`src/rtl/tmlcs_pkg.sv`:
```
// tmlcs_pkg: widths, defaults, register indexes and shared structs for the
// turntable capture sequencer; no dependencies, compiled first
`default_nettype none

package tmlcs_pkg;

  // field widths
  localparam int KIND_W     = 2;
  localparam int LED_W      = 3;
  localparam int ANGLE_W    = 10;
  localparam int STEP_W     = 9;
  localparam int IVAL_W     = 16;
  localparam int EXP_W      = 16;
  localparam int MARGIN_W   = 10;
  localparam int COUNT_W    = 16;

  // derived timing widths
  localparam int IV_W       = 17;  // exposure + 3*margin fits here
  localparam int SCLK_W     = 17;  // shot clock never passes exposure + 2*margin
  localparam int BCLK_W     = 19;  // burst clock never passes 7 intervals

  // configuration port
  localparam int CFG_IDX_W  = 2;
  localparam int CFG_DATA_W = 16;

  localparam logic [CFG_IDX_W-1:0] CFG_ANGLE_STEP    = 2'd0;
  localparam logic [CFG_IDX_W-1:0] CFG_SHOT_INTERVAL = 2'd1;
  localparam logic [CFG_IDX_W-1:0] CFG_EXPOSURE      = 2'd2;
  localparam logic [CFG_IDX_W-1:0] CFG_LED_MARGIN    = 2'd3;

  // event codes carried in the kind field of an input word
  typedef enum logic [KIND_W-1:0] {
    KIND_TICK   = 2'd0,
    KIND_TOGGLE = 2'd1,
    KIND_HOMED  = 2'd2,
    KIND_SPARE  = 2'd3
  } kind_t;

  // register reset values
  localparam logic [STEP_W-1:0]   ANGLE_STEP_RST    = 9'd10;
  localparam logic [IVAL_W-1:0]   SHOT_INTERVAL_RST = 16'd500;
  localparam logic [EXP_W-1:0]    EXPOSURE_RST      = 16'd100;
  localparam logic [MARGIN_W-1:0] LED_MARGIN_RST    = 10'd10;

  // parameter defaults
  localparam int LED_COUNT_DEF   = 5;
  localparam int ANGLE_LIMIT_DEF = 355;

  // per-shot thresholds on the shot clock
  typedef struct packed {
    logic [SCLK_W-1:0] trig_on;   // margin
    logic [SCLK_W-1:0] trig_off;  // exposure + margin
    logic [SCLK_W-1:0] shot_end;  // exposure + 2*margin
  } timing_t;

  // one result word
  typedef struct packed {
    logic [LED_W-1:0]   led_on;
    logic               focus;
    logic               trigger;
    logic [ANGLE_W-1:0] angle_command;
    logic               angle_valid;
    logic               home_request;
    logic               sequence_active;
    logic [COUNT_W-1:0] shots_taken;
  } result_t;

endpackage

`default_nettype wire

```
`src/rtl/tmlcs_in_if.sv`:
```
// tmlcs_in_if: input word channel (event kind and motor status)
// depends on tmlcs_pkg
`default_nettype none

interface tmlcs_in_if;
  import tmlcs_pkg::*;

  logic              valid;
  logic              ready;
  logic [KIND_W-1:0] kind;
  logic              motor_at_target;

  modport source (output valid, output kind, output motor_at_target, input ready);
  modport sink   (input valid, input kind, input motor_at_target, output ready);
endinterface

`default_nettype wire

```
`src/rtl/tmlcs_out_if.sv`:
```
// tmlcs_out_if: result word channel (lamp, camera and stepper outputs)
// depends on tmlcs_pkg
`default_nettype none

interface tmlcs_out_if;
  import tmlcs_pkg::*;

  logic               valid;
  logic               ready;
  logic [LED_W-1:0]   led_on;
  logic               focus;
  logic               trigger;
  logic [ANGLE_W-1:0] angle_command;
  logic               angle_valid;
  logic               home_request;
  logic               sequence_active;
  logic [COUNT_W-1:0] shots_taken;

  modport source (output valid, output led_on, output focus, output trigger,
                  output angle_command, output angle_valid, output home_request,
                  output sequence_active, output shots_taken, input ready);
  modport sink   (input valid, input led_on, input focus, input trigger,
                  input angle_command, input angle_valid, input home_request,
                  input sequence_active, input shots_taken, output ready);
endinterface

`default_nettype wire

```
`src/rtl/tmlcs_seq.sv`:
```
// tmlcs_seq: sequencer state, burst timer and shot timer; one step per word
// depends on tmlcs_pkg
`default_nettype none

module tmlcs_seq #(
  parameter int LED_COUNT   = tmlcs_pkg::LED_COUNT_DEF,
  parameter int ANGLE_LIMIT = tmlcs_pkg::ANGLE_LIMIT_DEF
) (
  input  wire logic                               clk,
  input  wire logic                               rst_n,
  input  wire logic                               step,
  input  wire logic [tmlcs_pkg::KIND_W-1:0]       kind,
  input  wire logic                               at_target,
  input  wire logic [tmlcs_pkg::STEP_W-1:0]       angle_step,
  input  wire tmlcs_pkg::timing_t                 tm,
  input  wire logic [LED_COUNT:0][tmlcs_pkg::BCLK_W-1:0] burst_thr,
  output tmlcs_pkg::result_t                      res
);
  import tmlcs_pkg::*;

  typedef enum logic [1:0] {
    HOME_NONE,
    HOME_BUSY,
    HOME_DONE
  } home_t;

  typedef enum logic [2:0] {
    PH_STANDBY,
    PH_START_BURST,
    PH_ROTATE_CMD,
    PH_BURST_BUSY,
    PH_ROTATE_BUSY
  } phase_t;

  logic               seq_en_r,      seq_en_nxt;
  home_t              home_r,        home_nxt;
  phase_t             phase_r,       phase_nxt;
  logic               first_r,       first_nxt;
  logic [ANGLE_W-1:0] angle_r,       angle_nxt;
  logic               burst_run_r,   burst_run_nxt;
  logic [BCLK_W-1:0]  burst_clk_r,   burst_clk_nxt;
  logic               shot_run_r,    shot_run_nxt;
  logic [SCLK_W-1:0]  shot_clk_r,    shot_clk_nxt;
  logic [LED_W-1:0]   led_r,         led_nxt;
  logic               focus_r,       focus_nxt;
  logic               trig_r,        trig_nxt;
  logic [COUNT_W-1:0] count_r,       count_nxt;

  logic [ANGLE_W-1:0] ang_cmd;
  logic               ang_valid;
  logic               home_req;
  logic               hit;
  logic [LED_W-1:0]   hit_led;

  always_comb begin
    seq_en_nxt    = seq_en_r;
    home_nxt      = home_r;
    phase_nxt     = phase_r;
    first_nxt     = first_r;
    angle_nxt     = angle_r;
    burst_run_nxt = burst_run_r;
    burst_clk_nxt = burst_clk_r;
    shot_run_nxt  = shot_run_r;
    shot_clk_nxt  = shot_clk_r;
    led_nxt       = led_r;
    focus_nxt     = focus_r;
    trig_nxt      = trig_r;
    count_nxt     = count_r;
    ang_cmd       = '0;
    ang_valid     = 1'b0;
    home_req      = 1'b0;
    hit           = 1'b0;
    hit_led       = '0;

    unique case (kind)
      KIND_TOGGLE: begin
        if (!seq_en_r) begin
          seq_en_nxt = 1'b1;
          first_nxt  = 1'b1;
          count_nxt  = '0;
          home_nxt   = HOME_NONE;
        end else begin
          // stop aborts everything with all lamp and camera lines off
          seq_en_nxt    = 1'b0;
          burst_run_nxt = 1'b0;
          burst_clk_nxt = '0;
          shot_run_nxt  = 1'b0;
          shot_clk_nxt  = '0;
          led_nxt       = '0;
          focus_nxt     = 1'b0;
          trig_nxt      = 1'b0;
          phase_nxt     = PH_STANDBY;
        end
      end
      KIND_HOMED: begin
        if (home_r == HOME_BUSY) home_nxt = HOME_DONE;
      end
      KIND_TICK: begin
        // sequence control
        if (seq_en_r) begin
          if (home_r == HOME_DONE) begin
            if (first_r) begin
              first_nxt = 1'b0;
              angle_nxt = ANGLE_W'(angle_step);
              count_nxt = '0;
              phase_nxt = PH_START_BURST;
            end
            unique case (phase_nxt)
              PH_START_BURST: begin
                burst_clk_nxt = '0;
                burst_run_nxt = 1'b1;
                phase_nxt     = PH_BURST_BUSY;
              end
              PH_ROTATE_CMD: begin
                ang_cmd   = angle_nxt;
                ang_valid = 1'b1;
                if (angle_nxt > ANGLE_W'(ANGLE_LIMIT)) begin
                  seq_en_nxt = 1'b0;
                  phase_nxt  = PH_STANDBY;
                  home_req   = 1'b1;
                  angle_nxt  = '0;
                end else begin
                  angle_nxt = angle_nxt + ANGLE_W'(angle_step);
                  phase_nxt = PH_ROTATE_BUSY;
                end
              end
              PH_ROTATE_BUSY: begin
                if (at_target) phase_nxt = PH_START_BURST;
              end
              default: ;
            endcase
          end else if (home_r == HOME_NONE) begin
            home_req = 1'b1;
            home_nxt = HOME_BUSY;
          end
        end

        // burst timer: lowest matching shot start wins
        if (burst_run_nxt) begin
          for (int k = LED_COUNT - 1; k >= 0; k--) begin
            if (burst_clk_nxt == burst_thr[k]) begin
              hit     = 1'b1;
              hit_led = LED_W'(k + 1);
            end
          end
          if (hit) begin
            led_nxt      = hit_led;
            shot_run_nxt = 1'b1;
            shot_clk_nxt = '0;
          end
          if (burst_clk_nxt >= burst_thr[LED_COUNT]) begin
            burst_run_nxt = 1'b0;
            burst_clk_nxt = '0;
            phase_nxt     = PH_ROTATE_CMD;
          end else begin
            burst_clk_nxt = burst_clk_nxt + 1'b1;
          end
        end

        // shot timer
        if (shot_run_nxt) begin
          if (shot_clk_nxt == '0) focus_nxt = 1'b1;
          if (shot_clk_nxt == tm.trig_on) begin
            trig_nxt  = 1'b1;
            count_nxt = count_nxt + 1'b1;
          end
          if (shot_clk_nxt == tm.trig_off) begin
            trig_nxt  = 1'b0;
            focus_nxt = 1'b0;
          end
          if (shot_clk_nxt >= tm.shot_end) begin
            shot_run_nxt = 1'b0;
            shot_clk_nxt = '0;
            led_nxt      = '0;
          end else begin
            shot_clk_nxt = shot_clk_nxt + 1'b1;
          end
        end
      end
      default: ;
    endcase
  end

  always_comb begin
    res.led_on          = led_nxt;
    res.focus           = focus_nxt;
    res.trigger         = trig_nxt;
    res.angle_command   = ang_cmd;
    res.angle_valid     = ang_valid;
    res.home_request    = home_req;
    res.sequence_active = seq_en_nxt;
    res.shots_taken     = count_nxt;
  end

  always_ff @(posedge clk) begin
    if (!rst_n) begin
      seq_en_r    <= 1'b0;
      home_r      <= HOME_NONE;
      phase_r     <= PH_STANDBY;
      first_r     <= 1'b0;
      angle_r     <= '0;
      burst_run_r <= 1'b0;
      burst_clk_r <= '0;
      shot_run_r  <= 1'b0;
      shot_clk_r  <= '0;
      led_r       <= '0;
      focus_r     <= 1'b0;
      trig_r      <= 1'b0;
      count_r     <= '0;
    end else if (step) begin
      seq_en_r    <= seq_en_nxt;
      home_r      <= home_nxt;
      phase_r     <= phase_nxt;
      first_r     <= first_nxt;
      angle_r     <= angle_nxt;
      burst_run_r <= burst_run_nxt;
      burst_clk_r <= burst_clk_nxt;
      shot_run_r  <= shot_run_nxt;
      shot_clk_r  <= shot_clk_nxt;
      led_r       <= led_nxt;
      focus_r     <= focus_nxt;
      trig_r      <= trig_nxt;
      count_r     <= count_nxt;
    end
  end

endmodule

`default_nettype wire

```
`src/rtl/turntable_multi_light_capture_sequencer_core.sv`:
```
// turntable_multi_light_capture_sequencer_core: top level with channel
// handshakes, configuration registers and derived timing; uses tmlcs_pkg,
// tmlcs_in_if, tmlcs_out_if and tmlcs_seq
//
//   channel   dir  handshake          payload
//   in_ch     in   valid/ready        kind, motor_at_target
//   out_ch    out  valid/ready        led_on .. shots_taken (one word per input)
//   cfg_*     in   cfg_we, no ready   cfg_index, cfg_data
//
// each input word is registered in the input register, then the sequencer
// step runs and the result lands in the output register; one word per cycle
// sustained while out_ch is ready and no config write holds off in_ch
// the output register stalls the step while it holds a word and out_ch is
// not ready; the input register refills in the same cycle the step fires
// timing thresholds are registered in two stages behind the config registers,
// so in_ch.ready drops on a config write and stays low until both stages have
// caught up, and likewise after reset
// synchronous active-low reset clears the sequencer state and both valid bits
`default_nettype none

module turntable_multi_light_capture_sequencer_core #(
  parameter int LED_COUNT   = tmlcs_pkg::LED_COUNT_DEF,
  parameter int ANGLE_LIMIT = tmlcs_pkg::ANGLE_LIMIT_DEF
) (
  input  wire logic                             clk,
  input  wire logic                             rst_n,
  tmlcs_in_if.sink                              in_ch,
  tmlcs_out_if.source                           out_ch,
  input  wire logic                             cfg_we,
  input  wire logic [tmlcs_pkg::CFG_IDX_W-1:0]  cfg_index,
  input  wire logic [tmlcs_pkg::CFG_DATA_W-1:0] cfg_data
);
  import tmlcs_pkg::*;

  // configuration registers
  logic [STEP_W-1:0]   angle_step_r;
  logic [IVAL_W-1:0]   interval_r;
  logic [EXP_W-1:0]    exposure_r;
  logic [MARGIN_W-1:0] margin_r;

  // derived timing: stage one gives the effective interval and shot
  // thresholds, stage two the shot start times of the burst
  logic [IV_W-1:0]   iv_r, iv_nxt;
  timing_t           tm_r, tm_nxt;
  logic [LED_COUNT:0][BCLK_W-1:0] thr_r, thr_nxt;
  logic [1:0]        hold_r;

  // word path
  logic              in_v_r;
  logic [KIND_W-1:0] kind_r;
  logic              at_tgt_r;
  logic              out_v_r;
  result_t           out_r;
  result_t           res;
  logic              fire;
  logic              in_rdy;

  always_ff @(posedge clk) begin
    if (!rst_n) begin
      angle_step_r <= ANGLE_STEP_RST;
      interval_r   <= SHOT_INTERVAL_RST;
      exposure_r   <= EXPOSURE_RST;
      margin_r     <= LED_MARGIN_RST;
    end else if (cfg_we) begin
      unique case (cfg_index)
        CFG_ANGLE_STEP:    angle_step_r <= cfg_data[STEP_W-1:0];
        CFG_SHOT_INTERVAL: interval_r   <= cfg_data[IVAL_W-1:0];
        CFG_EXPOSURE:      exposure_r   <= cfg_data[EXP_W-1:0];
        CFG_LED_MARGIN:    margin_r     <= cfg_data[MARGIN_W-1:0];
        default: ;
      endcase
    end
  end

  always_comb begin
    logic [IV_W-1:0] floor_v;
    floor_v = IV_W'(exposure_r) + IV_W'(margin_r) + IV_W'({margin_r, 1'b0});
    // interval is never shorter than exposure plus three margins
    iv_nxt  = (IV_W'(interval_r) > floor_v) ? IV_W'(interval_r) : floor_v;
    tm_nxt.trig_on  = SCLK_W'(margin_r);
    tm_nxt.trig_off = SCLK_W'(exposure_r) + SCLK_W'(margin_r);
    tm_nxt.shot_end = SCLK_W'(exposure_r) + SCLK_W'({margin_r, 1'b0});
  end

  always_comb begin
    for (int k = 0; k <= LED_COUNT; k++) begin
      thr_nxt[k] = BCLK_W'(k * int'(iv_r));
    end
  end

  always_ff @(posedge clk) begin
    iv_r  <= iv_nxt;
    tm_r  <= tm_nxt;
    thr_r <= thr_nxt;
  end

  // hold off input words until the timing stages have caught up
  always_ff @(posedge clk) begin
    if (!rst_n) begin
      hold_r <= 2'd2;
    end else if (cfg_we) begin
      hold_r <= 2'd2;
    end else if (hold_r != 2'd0) begin
      hold_r <= hold_r - 2'd1;
    end
  end

  // step fires when a word is waiting and the output slot is free or draining
  assign fire   = in_v_r && (!out_v_r || out_ch.ready);
  assign in_rdy = !cfg_we && (hold_r == 2'd0) && (!in_v_r || fire);
  assign in_ch.ready = in_rdy;

  always_ff @(posedge clk) begin
    if (!rst_n) begin
      in_v_r <= 1'b0;
    end else if (in_rdy) begin
      in_v_r <= in_ch.valid;
    end else if (fire) begin
      in_v_r <= 1'b0;
    end
  end

  always_ff @(posedge clk) begin
    if (in_rdy && in_ch.valid) begin
      kind_r   <= in_ch.kind;
      at_tgt_r <= in_ch.motor_at_target;
    end
  end

  tmlcs_seq #(
    .LED_COUNT   (LED_COUNT),
    .ANGLE_LIMIT (ANGLE_LIMIT)
  ) u_seq (
    .clk        (clk),
    .rst_n      (rst_n),
    .step       (fire),
    .kind       (kind_r),
    .at_target  (at_tgt_r),
    .angle_step (angle_step_r),
    .tm         (tm_r),
    .burst_thr  (thr_r),
    .res        (res)
  );

  // output register
  always_ff @(posedge clk) begin
    if (!rst_n) begin
      out_v_r <= 1'b0;
    end else if (fire) begin
      out_v_r <= 1'b1;
    end else if (out_ch.ready) begin
      out_v_r <= 1'b0;
    end
  end

  always_ff @(posedge clk) begin
    if (fire) out_r <= res;
  end

  assign out_ch.valid           = out_v_r;
  assign out_ch.led_on          = out_r.led_on;
  assign out_ch.focus           = out_r.focus;
  assign out_ch.trigger         = out_r.trigger;
  assign out_ch.angle_command   = out_r.angle_command;
  assign out_ch.angle_valid     = out_r.angle_valid;
  assign out_ch.home_request    = out_r.home_request;
  assign out_ch.sequence_active = out_r.sequence_active;
  assign out_ch.shots_taken     = out_r.shots_taken;

endmodule

`default_nettype wire
```
`src/flat_wrapper.sv`:
```
// flat-port wrapper written by rule: the top's interface ports become plain ports
module turntable_multi_light_capture_sequencer_core_flat import tmlcs_pkg::*;
#(
  parameter int LED_COUNT   = tmlcs_pkg::LED_COUNT_DEF,
  parameter int ANGLE_LIMIT = tmlcs_pkg::ANGLE_LIMIT_DEF
)
  (clk, rst_n, cfg_we, cfg_index, cfg_data, in_ch_valid, in_ch_kind, in_ch_motor_at_target, in_ch_ready, out_ch_valid, out_ch_led_on, out_ch_focus, out_ch_trigger, out_ch_angle_command, out_ch_angle_valid, out_ch_home_request, out_ch_sequence_active, out_ch_shots_taken, out_ch_ready);
  tmlcs_in_if in_ch_i ();
  tmlcs_out_if out_ch_i ();
  input  wire logic clk;
  input  wire logic rst_n;
  input  wire logic cfg_we;
  input  wire logic [tmlcs_pkg::CFG_IDX_W-1:0] cfg_index;
  input  wire logic [tmlcs_pkg::CFG_DATA_W-1:0] cfg_data;
  input wire logic [$bits(in_ch_i.valid)-1:0] in_ch_valid;
  input wire logic [$bits(in_ch_i.kind)-1:0] in_ch_kind;
  input wire logic [$bits(in_ch_i.motor_at_target)-1:0] in_ch_motor_at_target;
  output wire logic [$bits(in_ch_i.ready)-1:0] in_ch_ready;
  output wire logic [$bits(out_ch_i.valid)-1:0] out_ch_valid;
  output wire logic [$bits(out_ch_i.led_on)-1:0] out_ch_led_on;
  output wire logic [$bits(out_ch_i.focus)-1:0] out_ch_focus;
  output wire logic [$bits(out_ch_i.trigger)-1:0] out_ch_trigger;
  output wire logic [$bits(out_ch_i.angle_command)-1:0] out_ch_angle_command;
  output wire logic [$bits(out_ch_i.angle_valid)-1:0] out_ch_angle_valid;
  output wire logic [$bits(out_ch_i.home_request)-1:0] out_ch_home_request;
  output wire logic [$bits(out_ch_i.sequence_active)-1:0] out_ch_sequence_active;
  output wire logic [$bits(out_ch_i.shots_taken)-1:0] out_ch_shots_taken;
  input wire logic [$bits(out_ch_i.ready)-1:0] out_ch_ready;
  assign in_ch_i.valid = in_ch_valid;
  assign in_ch_i.kind = in_ch_kind;
  assign in_ch_i.motor_at_target = in_ch_motor_at_target;
  assign in_ch_ready = in_ch_i.ready;
  assign out_ch_valid = out_ch_i.valid;
  assign out_ch_led_on = out_ch_i.led_on;
  assign out_ch_focus = out_ch_i.focus;
  assign out_ch_trigger = out_ch_i.trigger;
  assign out_ch_angle_command = out_ch_i.angle_command;
  assign out_ch_angle_valid = out_ch_i.angle_valid;
  assign out_ch_home_request = out_ch_i.home_request;
  assign out_ch_sequence_active = out_ch_i.sequence_active;
  assign out_ch_shots_taken = out_ch_i.shots_taken;
  assign out_ch_i.ready = out_ch_ready;
  turntable_multi_light_capture_sequencer_core #(.LED_COUNT(LED_COUNT), .ANGLE_LIMIT(ANGLE_LIMIT)) u_core (.clk(clk), .rst_n(rst_n), .in_ch(in_ch_i), .out_ch(out_ch_i), .cfg_we(cfg_we), .cfg_index(cfg_index), .cfg_data(cfg_data));
endmodule
```
`config.mk`:
```
export PLATFORM = sky130hd
export DESIGN_NAME = turntable_multi_light_capture_sequencer_core_flat
export DESIGN_NICKNAME = d
export VERILOG_FILES = /design/src/rtl/tmlcs_pkg.sv /design/src/rtl/tmlcs_in_if.sv /design/src/rtl/tmlcs_out_if.sv /design/src/rtl/tmlcs_seq.sv /design/src/rtl/turntable_multi_light_capture_sequencer_core.sv /design/src/flat_wrapper.sv
export SDC_FILE = /design/constraint.sdc
export NUM_CORES = 1
export LEC_CHECK = 0
export ABC_AREA = 1
export BUFFER_PORTS_ARGS = -buffer_cell sky130_fd_sc_hd__buf_4
export CAP_MARGIN = 20
export CORE_MARGIN = 2
export CORE_UTILIZATION = 60
export CTS_BUF_LIST = sky130_fd_sc_hd__clkbuf_2
export DETAILED_ROUTE_END_ITERATION = 10
export PLACE_DENSITY = 0.77
export SLEW_MARGIN = 20
export SYNTH_ARGS = -nofsm -noshare
export SYNTH_HDL_FRONTEND = slang
export SYNTH_HIERARCHICAL = 1
export SYNTH_SLANG_ARGS = --single-unit
```
`constraint.sdc`:
```
create_clock -name clk -period 11.8 [get_ports clk]
set_input_delay 2.36 -clock clk [delete_from_list [all_inputs] [get_ports clk]]
set_output_delay 2.36 -clock clk [all_outputs]
set_load 0.01 [all_outputs]
```
==> run_results.csv <==
group,metric,value,unit
yosys,yosysMostFrequentCell,"nand2_1",
power_and_ir_drop,power.share.combinational,0.314,
clock_tree,cts-root-buf,"clkbuf_2",
worst_setup_path,slowest_delay,0.54,ns
yosys,ys_seq_elements,281,
min_path,hold_end,"u_core/tm_r[34]$_DFF_P_",
placement,routabilityCongestion,0.996,
yosys,yosysWarnings,6,
detailed_routing,drt_iter0_markers,1469,
clock_tree,cts_setup_buffers,0,
die,die_w,177,µm
grt,grt_first_pass_wirelength,77700,µm
finish,area_delta_synth_final,9.23,%
clock_tree,cts.clk_slew.worst_paths,0.10,ns
min_path,hp-class,"register to register",
detailed_routing,dr.pass1.iters,6,
detailed_routing,antenna_left,0,
yosys,synthArstFlopShare,0,
grt,grt_max_degree,72,
timing,finalMaxSlewViolations,0,
worst_setup_path,critPathKind,"register to register",
worst_setup_path,cp_common_cell,"nand2_1",
worst_setup_path,rr_endpoint,"u_core/u_seq/shot_clk_r[8]$_SDFFE_PN0P_",
finish,fillerInstances,2702,
die,initial_core_util,0.609,
power_and_ir_drop,internal_power,1.76,mW
timing,fin_skew,0.154,ns
die,io_pins,62,
finish,nets,2867,
clock_tree,clk-insertion-delay-late,0.90,ns
yosys,yosys.area.top_type_share,0.271,
timing,setup_slack,5.30,ns
clock_tree,clock-sinks,281,
worst_setup_path,r2r_setup_slack,5.30,ns
finish,drive_above_1_share,0.110,
clock_tree,numCtsBuffers,78,
yosys,synth_commonest_cells,"nand2_1 (647), inv_1 (344), dfxtp_1 (244)",
power_and_ir_drop,p_switching,1.08,mW
placement,portBuffers,61,
power_and_ir_drop,p_leak,10.1,nW
power_and_ir_drop,clockPowerShare,0.259,
grt,globalRouteTotalUtil,0.307,
grt,antenna_found_initial,2,
min_path,worstHoldStart,"u_core/margin_r[0]$_SDFFE_PN0P_",
worst_setup_path,startpoint,"u_core/u_seq/first_r$_SDFFE_PN0P_",
yosys,synth_ff_type,"dfxtp_1",
worst_setup_path,worstPathRequired,12.54,ns
placement,placed_cells,3001,
die,fp-row-count,63,
yosys,synth_edf_count,37,
clock_tree,cts_hold_buf,0,
timing,post-route-period-util,0.551,
power_and_ir_drop,peakVddDrop,0.000103,V
timing,clock.fmax,154,MHz
timing,finalSetupTns,0,ns
die,core_area,0.0296,mm²
detailed_routing,wl,48100,µm
yosys,synth_cells,2546,
timing,rsz0062_at_grt,"false",
clock_tree,cts_buffer_depth,3,
worst_setup_path,start_kind,"register",
clock_tree,ctsResizeCount,0,
die,die_area,0.0314,mm²
worst_setup_path,slowest_stage,"nor2_2",
timing,setup_viol,0,
power_and_ir_drop,p_sw_frac,0.382,
detailed_routing,drcViolationCount,0,
min_path,hold_depth,0,
yosys,syn_area,0.0180,mm²
detailed_routing,vias,17017,
placement,dp_hpwl,36400,µm
yosys,synth.top_cells.by_area,"dfxtp_1 (27%), nand2_1 (13%), ha_1 (10%)",
worst_setup_path,worstReg2RegStart,"u_core/u_seq/first_r$_SDFFE_PN0P_",
detailed_routing,wl_per_cell,15.3,µm
yosys,synth_largest_area_cell,"dfxtp_1",
yosys,ys_seq_area_frac,0.333,
clock_tree,cts_tree,"built",
timing,hold_violations,0,
die,die_h,177,µm
power_and_ir_drop,power_density,145,mW/mm²
yosys,synth_cell_types,62,
worst_setup_path,r2r_cells,29,
detailed_routing,routed_via_density,5.42,
outcome,status,"finished clean",
finish,instances_no_fill,3141,
placement,dp_slack,5.71,ns
grt,grt-ovfl-total,0,
timing,tightest_slew,0.973,ns
timing,min_period,6.50,ns
flow_run,drv_cap,0,
power_and_ir_drop,pwr-share-seq,0.427,
timing,max_slew_margin,0.346,
worst_setup_path,crit_fanout,56,
clock_tree,htree_levels,3,
yosys,avgSynthCellArea,7.07,µm²
worst_setup_path,end_kind,"register",
worst_setup_path,worstPathArrival,7.24,ns
grt,grt_pass1_vias,15902,
## critical path: cells and delay by family, from the launching register on
kind | cells | cell delay (ns)
simple gates | 18 | 2.69
buf+inv | 6 | 1.69
compound gates | 4 | 1.19
flops | 1 | 0.42
fa+ha+maj | 1 | 0.29
## per-stage QoR
| step | power [mW] | cell area, µm² | utilization | hold WS [ns] |
|---|---|---|---|---|
| after floorplan | 1.86 | 18200 | - | 0.352 |
| after global placement | 2.07 | 18900 | 0.639 | 0.383 |
| after detailed placement | 2.10 | 18900 | 0.640 | 0.380 |
| after CTS | 2.84 | 19700 | 0.665 | 0.366 |
| after global routing | 3.04 | 19700 | 0.665 | 0.407 |
| final | 2.84 | 19700 | 0.665 | 0.401 |
## metal layers
layer | track usage | wire length, µm | vias up
met2 | 0.506 | 22300 | 592
met5 | 0 | 0 | -
met3 | 0.0453 | 3040 | 98
met1 | 0.402 | 21100 | 7788
met4 | 0.128 | 1650 | 0
li1 | - | - | 8539
## flip-flops by register name, summed over array words and instances (netlist names), 2 cells and up
register                     flops
u_core/out_ch.shots_taken       16
u_core/thr_r                    52
u_core/out_ch.angle_command     10
u_core/exposure_r               16
u_core/u_seq/count_r            16
u_core/u_seq/led_r               3
u_core/u_seq/home_r              2
u_core/kind_r                    2
u_core/u_seq/phase_r             3
u_core/u_seq/angle_r            10
u_core/u_seq/shot_clk_r         17
u_core/interval_r               16
u_core/out_ch.led_on             3
u_core/u_seq/burst_clk_r        19
u_core/tm_r                     44
u_core/angle_step_r              9
u_core/hold_r                    2
u_core/margin_r                 10
u_core/iv_r                     17
## final cells by class
type | instances | area, µm² | share of cell area
multi-input cells | 1896 | 10500 | 0.535
flip-flops and latches | 281 | 6000 | 0.305
inverters | 365 | 1370 | 0.0698
clock buffers | 105 | 526 | 0.0267
repair buffers | 69 | 522 | 0.0265
well taps | 390 | 488 | 0.0248
clock inverters | 33 | 235 | 0.0120
diodes | 2 | 5.00 | 0.000254
## logic make-up after synthesis
family / Yosys count / synth area share
XOR/XNOR: 106 / 0.0520
adder cells (fa/ha/maj): 150 / 0.107
other: 1 / 0.000208
AND/OR/NAND/NOR: 1245 / 0.309
AO/OA/AOI/OAI: 337 / 0.104
flip-flops: 281 / 0.333
buffers and inverters: 426 / 0.0951
## worst max-delay path by stage
| stage | to | slack [ns] | cells past startpoint |
|---|---|---|---|
| 3_5_place_dp | u_core/u_seq/shot_clk_r[8]$_SDFFE_PN0P_ | 5.71 | 29 |
| 2_1_floorplan | u_core/u_seq/burst_clk_r[12]$_SDFFE_PN0P_ | 5.82 | 9 |
| 3_3_place_gp | u_core/u_seq/shot_clk_r[8]$_SDFFE_PN0P_ | 5.83 | 29 |
| 5_1_grt | u_core/u_seq/shot_clk_r[8]$_SDFFE_PN0P_ | 4.78 | 31 |
| 4_1_cts | u_core/u_seq/shot_clk_r[8]$_SDFFE_PN0P_ | 5.60 | 31 |
| 6_report | u_core/u_seq/shot_clk_r[8]$_SDFFE_PN0P_ | 5.30 | 29 |
## power groups by stage
stage / clock [mW] / sequential (mW) / combinational (mW)
3_5_place_dp: 0 / 1.23 / 0.869
2_1_floorplan: 0 / 1.18 / 0.684
3_3_place_gp: 0 / 1.23 / 0.838
5_1_grt: 0.808 / 1.23 / 1.01
6_report: 0.738 / 1.21 / 0.891
4_1_cts: 0.756 / 1.21 / 0.875
## cells in the final DEF (no fill, tap or decap), types with 3 or more instances in the layout
master and count:
a32oi_1 5, fa_1 6, nor3_1 26, a21oi_1 142, o21bai_1 6, clkinv_2 9, nand2_1 647, edfxtp_1 37
xnor2_1 26, bufinv_16 3, nor2_2 6, nor2_1 230, buf_4 68, nand3_2 22, conb_1 58, inv_2 15
a21o_1 4, a21boi_0 4, nand2_2 34, a211oi_1 3, inv_1 344, nand2_4 5, ha_1 144, o2111ai_1 5
o21ai_1 7, nand3b_1 32, nor4_1 10, clkinv_1 21, clkbuf_2 105, a31oi_1 18, xor2_1 79, or2_2 18
o211ai_1 10, nand4_1 48, dfxtp_1 244, o21ai_0 118, nor2_4 3, nand3_1 155
No activity file was read; power rests on OpenSTA's default activity.
